File: src/design/hse_pkg.sv
package hse_pkg;

    localparam int NUM_SYMBOLS_DEF  = 128;
    localparam int MAX_CODE_LEN_DEF = 32;

    // Packer geometry: one result carries seven bits, so at most six wait.
    localparam int GROUP_BITS = 7;
    localparam int PEND_BITS  = 6;
    localparam int SYM_BITS   = 7;
    localparam int CODE_BITS  = 32;
    localparam int LEN_BITS   = 6;
    localparam int CNT_BITS   = 3;

    typedef enum logic [1:0] {
        OP_LOAD   = 2'd0,
        OP_ENCODE = 2'd1,
        OP_FLUSH  = 2'd2
    } opcode_t;

    // Commands from the controller to the datapath.
    typedef struct packed {
        logic table_write;  // write the accepted load item into the table
        logic lookup;       // read the table for the accepted encode item
        logic start;        // load the shift register from the table read
        logic emit_data;    // send the top seven bits as a full result
        logic emit_error;   // send the unknown symbol result
        logic emit_flush;   // send the pending bits and clear them
        logic commit;       // keep the leftover bits as pending, no result
    } ctrl_cmd_t;

    // Status from the datapath to the controller.
    typedef struct packed {
        logic hit;          // looked-up symbol is in range and valid
        logic rem_ge7;      // at least one full result is left
        logic rem_last;     // the next full result is the last one
        logic pend_nz;      // bits are waiting for a flush
        logic out_free;     // the output register can take a result
    } dp_status_t;

endpackage

File: src/design/hse_ctrl.sv
module hse_ctrl (
    input  logic                  clk,
    input  logic                  rst_n,
    input  logic                  s_tvalid,
    input  logic [1:0]            opcode,
    input  hse_pkg::dp_status_t   status,
    output logic                  s_tready,
    output hse_pkg::ctrl_cmd_t    cmd
);

    typedef enum logic [2:0] {
        ST_IDLE,
        ST_LOOKUP,
        ST_EMIT,
        ST_ERROR,
        ST_FLUSH
    } state_t;

    state_t state_reg;
    state_t state_next;
    logic   tready_reg;
    logic   accept;

    assign s_tready = tready_reg;
    assign accept   = s_tvalid && tready_reg;

    always_comb
    begin
        state_next = state_reg;
        cmd        = '0;
        unique case (state_reg)
            ST_IDLE:
            begin
                if (accept)
                begin
                    unique case (hse_pkg::opcode_t'(opcode))
                        hse_pkg::OP_LOAD:
                        begin
                            cmd.table_write = 1'b1;
                        end
                        hse_pkg::OP_ENCODE:
                        begin
                            cmd.lookup = 1'b1;
                            state_next = ST_LOOKUP;
                        end
                        hse_pkg::OP_FLUSH:
                        begin
                            if (status.pend_nz)
                            begin
                                state_next = ST_FLUSH;
                            end
                        end
                        default:
                        begin
                            state_next = ST_IDLE;
                        end
                    endcase
                end
            end
            ST_LOOKUP:
            begin
                if (status.hit)
                begin
                    cmd.start  = 1'b1;
                    state_next = ST_EMIT;
                end
                else
                begin
                    state_next = ST_ERROR;
                end
            end
            ST_EMIT:
            begin
                if (!status.rem_ge7)
                begin
                    cmd.commit = 1'b1;
                    state_next = ST_IDLE;
                end
                else if (status.out_free)
                begin
                    cmd.emit_data = 1'b1;
                    if (status.rem_last)
                    begin
                        state_next = ST_IDLE;
                    end
                end
            end
            ST_ERROR:
            begin
                if (status.out_free)
                begin
                    cmd.emit_error = 1'b1;
                    state_next     = ST_IDLE;
                end
            end
            ST_FLUSH:
            begin
                if (status.out_free)
                begin
                    cmd.emit_flush = 1'b1;
                    state_next     = ST_IDLE;
                end
            end
            default:
            begin
                state_next = ST_IDLE;
            end
        endcase
    end

    always_ff @(posedge clk or negedge rst_n)
    begin
        if (!rst_n)
        begin
            state_reg  <= ST_IDLE;
            tready_reg <= 1'b1;
        end
        else
        begin
            state_reg  <= state_next;
            tready_reg <= (state_next == ST_IDLE);
        end
    end

endmodule

File: config.mk
export PLATFORM = sky130hd
export DESIGN_NAME = hse_ctrl
export DESIGN_NICKNAME = d
export VERILOG_FILES = /design/src/design/hse_pkg.sv /design/src/design/hse_ctrl.sv
export SDC_FILE = /design/constraint.sdc
export NUM_CORES = 1
export LEC_CHECK = 0
export ABC_AREA = 1
export BUFFER_PORTS_ARGS = -buffer_cell sky130_fd_sc_hd__buf_4
export CAP_MARGIN = 20
export CELL_PAD_IN_SITES_DETAIL_PLACEMENT = 1
export CELL_PAD_IN_SITES_GLOBAL_PLACEMENT = 1
export CORE_AREA = 2 2 39 41
export DETAILED_ROUTE_END_ITERATION = 8
export DIE_AREA = 0 0 41 43
export GPL_TIMING_DRIVEN = 0
export PLACE_DENSITY_LB_ADDON = 0.1
export SETUP_SLACK_MARGIN = 0.5
export SLEW_MARGIN = 30
export SYNTH_ARGS = -nofsm -noshare
export SYNTH_HDL_FRONTEND = slang
export SYNTH_SLANG_ARGS = --single-unit
File: constraint.sdc
create_clock -name clk -period 1.3 [get_ports clk]
set_input_delay 0.13 -clock clk [delete_from_list [all_inputs] [get_ports clk]]
set_output_delay 0.13 -clock clk [all_outputs]
set_load 0.02 [all_outputs]
Yosys cells after proc, flatten, opt, wreduce, memory -nomap -nowiden. Index checks and enable logic that the tools add are counted.

Eq/ne operators: 6. Reductions and logical operators: 5. Mux-type cells: 22.

Operators with widths (number): 2-to-1 mux 3 bit (6); 2-to-1 mux 1 bit (12); one-hot mux 3 bit (4 select lines) (1); one-hot mux 3 bit (3 select lines) (1); equality test 3 x 2 -> 1 bit, second input constant (2); logical NOT 3 bit (2); 2-to-1 mux 2 bit (2); equality test 3 x 1 -> 1 bit, second input constant (1); equality test 3 bit, second input constant (1); equality test 2 x 1 -> 1 bit, second input constant (1); equality test 2 bit, second input constant (1); logical NOT 2 bit (1); OR reduction 2 bit (1); logical AND 1 bit (1).

Bits of input ports: 10. Word-level logic and storage cells: 35. Output and inout port bits: 8. Flip-flop bits (word level): 4.

Logic depth before layout (Yosys ltp).
Word-level depth: 5. Mapped depth: 7.

Worst setup path after synthesis. No wires, ideal clock.

Kind: register to output. Start: reg tready_reg, in the netlist s_tready. End: out cmd[6] (netlist bit). Cell stages (with the launch flop): 3. Path slack: -183 ps. Data arrival time: 1353 ps. Path buffers: 0. Data required time: 1170 ps. Path through: dfstp_2 nand2_1 nor4_1.

RTL lines: from (decl) (line hse_ctrl.sv:21) `logic tready_reg;`; from (signal assigned) (line hse_ctrl.sv:121) `tready_reg <= (state_next == ST_IDLE);`; to (decl) (line hse_ctrl.sv:8) `output hse_pkg::ctrl_cmd_t cmd`.

==> results.ini <==
[setup_path]
cp-end-kind=output pin
cp.depth=3
crit_slowest_cell=dfstp_2
critical-path-top-delay-family=flip-flops
critPathRequiredTime_ns=1.17
cpPeakStageDelay_ns=0.55
endpoint=cmd[6]
cp_data_arrival_time_ns=1.22
startpoint=s_tready$_DFF_PN1_
crit_chain=nand2_4, nor4_4, buf_4
r2r-start=state_reg[0]$_DFF_PN0_
critPathKind=flip-flop to output pin
worst-path-max-fanout=3
rr_worst_depth=9
r2r_setup_slack_ns=0.10
reg2reg_to=s_tready$_DFF_PN1_
cp_num_buf_inv=1
cp-start-kind=flip-flop

[power_and_ir_drop]
power.leakage_nw=0.355
ir_drop_mv=0.929
powerDensity_nw_per_um2=1580
power_w=0.00115

[synth]
ys_seq_elements=4
synth_warnings=0
synth.distinct_cells=15
synth_nets=55
yosys.area.top_type=dfrtp_1
syn_inst=45
synth_top_area_share_pct=24.8
synth_commonest_cells=10 x nand2_1, 7 x inv_1, 6 x nor2_1, 4 x nand2_2, 3 x dfrtp_1
ys_seq_area_share_pct=33.5
ys_top_cells_by_area=dfrtp_1 25%, nand2_1 12%, dfstp_2 8.7%
yosys_most_used_dff=dfrtp_1
postSynthAreaPerCell_um2=6.73
synth_edf_count=0
synth.most_common_cell=nand2_1
async_reset_ff_share_pct=100
syn-cell-area_um2=303

[placement]
dpl_worst_slack_ns=0.136
placed_cells=78
place.gp.congestion=0.655
dp_hpwl_um=693
io_buffers=17

[global_routing]
grt_pass1_vias=415
grtUsageTotal_pct=13.9
antenna_found_initial=0
grt_max_degree=6
gr-total-overflow=0
grt_pass1_wl_mm=1.63

[cells_and_area]
largest_register_ffs=3
num-fill-cells=173
finalNetCount=88
area_delta_synth_final_pct=141
instances_no_fill=93
diodes=0
drive_above_1_share_pct=76.6

[routing]
drtAntennaViolNets=0
drt-pass1-iter-count=1
drtIter0Drc=0
num_vias=405
wire_per_inst_um=11.6
drc=0
avgViaCountPerCell=4.35
routed_wl_mm=1.08

[die]
core_area_um2=1380
num_io_pins=18
rows=14
die_h_um=43
start_util_pct=21.9
die_width_um=41
die_area_um2=1760

[flow_run]
drv_cap=0

[sta]
drv_slew=0
clock.fmax_mhz=738
min_period_ns=1.35
rsz0062_at_grt=true
finalSetupViolCount=5
hold_viol=0
maxSlewHeadroom_pct=86.9
worstMarginPinSlew_ns=0.196
post-route-period-util_pct=104
fin_ws_ns=-0.0546
fin_skew_ns=0.00878

[cts]
clk_pin_slew_ns=0.05
cts-root-buf=clkbuf_4
cts_tree=yes
clk_latency_ns=0.25
cts-buffers-inserted=3
cts_buffer_depth=2
clkSinkCount=4
htree_levels=1

[min_path]
hp-class=input port to async pin

[status]
violations=negative setup slack
run_status=complete, but fails checks

==> final cells by class <==
class	instances	area, µm²	area share (%)
tap	16	20.0	2.74
inverter	8	35.0	4.79
timing repair buffer	28	258	35.3
multi-input combinational	33	287	39.2
clock buffer	4	26.3	3.60
sequential	4	105	14.4
==> cell families (layout without fill, tap and decap cells) <==
logic type	count (synthesis)	in the layout	synth area share, %
AND/OR/NAND/NOR	32	32	55.0
flip-flops	4	4	33.5
buffers and inverters	8	40	9.92
AO/OA/AOI/OAI	1	1	1.65
==> cell usage in the layout (no fill, tap or decap), types with 3 or more instances in the layout <==
cell,count
clkbuf_4,3
nor2_4,6
dfrtp_2,3
nand2_1,5
inv_1,4
nand2_4,4
buf_4,15
buf_6,12
nand2_2,5
==> through the flow <==
| stage | util (%) | setup TNS, ns | area (µm²) | hold slack (ns) |
|---|---|---|---|---|
| 4_1_cts | 48.1 | -0.152 | 666 | 0.206 |
| 3_5_place_dp | 38.5 | 0 | 533 | -0.0719 |
| 3_3_place_gp | 38.5 | 0 | 533 | -0.0729 |
| 2_1_floorplan | - | 0 | 385 | -0.166 |
| 6_report | 52.8 | -0.157 | 731 | 0.209 |
| 5_1_grt | 52.8 | -0.460 | 731 | 0.226 |
==> power breakdown <==
part | switching [W] | internal [W] | total [W]
combinational | 0.000367 | 0.000348 | 0.000716
clock | 0.0000638 | 0.000116 | 0.000180
sequential | 0.0000787 | 0.000179 | 0.000258
==> per-layer routing <==
layer	track usage, %	wire length (µm)
met5	0	0
met4	8.00	17
met3	3.14	46
met2	23.1	581
met1	15.0	433
==> timing repair <==
item	CTS	global route
hold buffers	1	0
endpoints found under the hold margin	4	0
setup buffers	7	3
setup endpoints to repair	12	12
pin swaps	5	6
resized for setup	12	11
==> worst min path at each step <==
stage	endpoint	slack [ns]	cells past startpoint
after floorplan	state_reg[0]$_DFF_PN0_	-0.17	0
after global placement	state_reg[0]$_DFF_PN0_	-0.07	1
after detailed placement	state_reg[0]$_DFF_PN0_	-0.07	1
after CTS	state_reg[1]$_DFF_PN0_	0.21	2
after global routing	state_reg[2]$_DFF_PN0_	0.23	2
final	state_reg[1]$_DFF_PN0_	0.21	2
(Power assumes the default switching activity.)
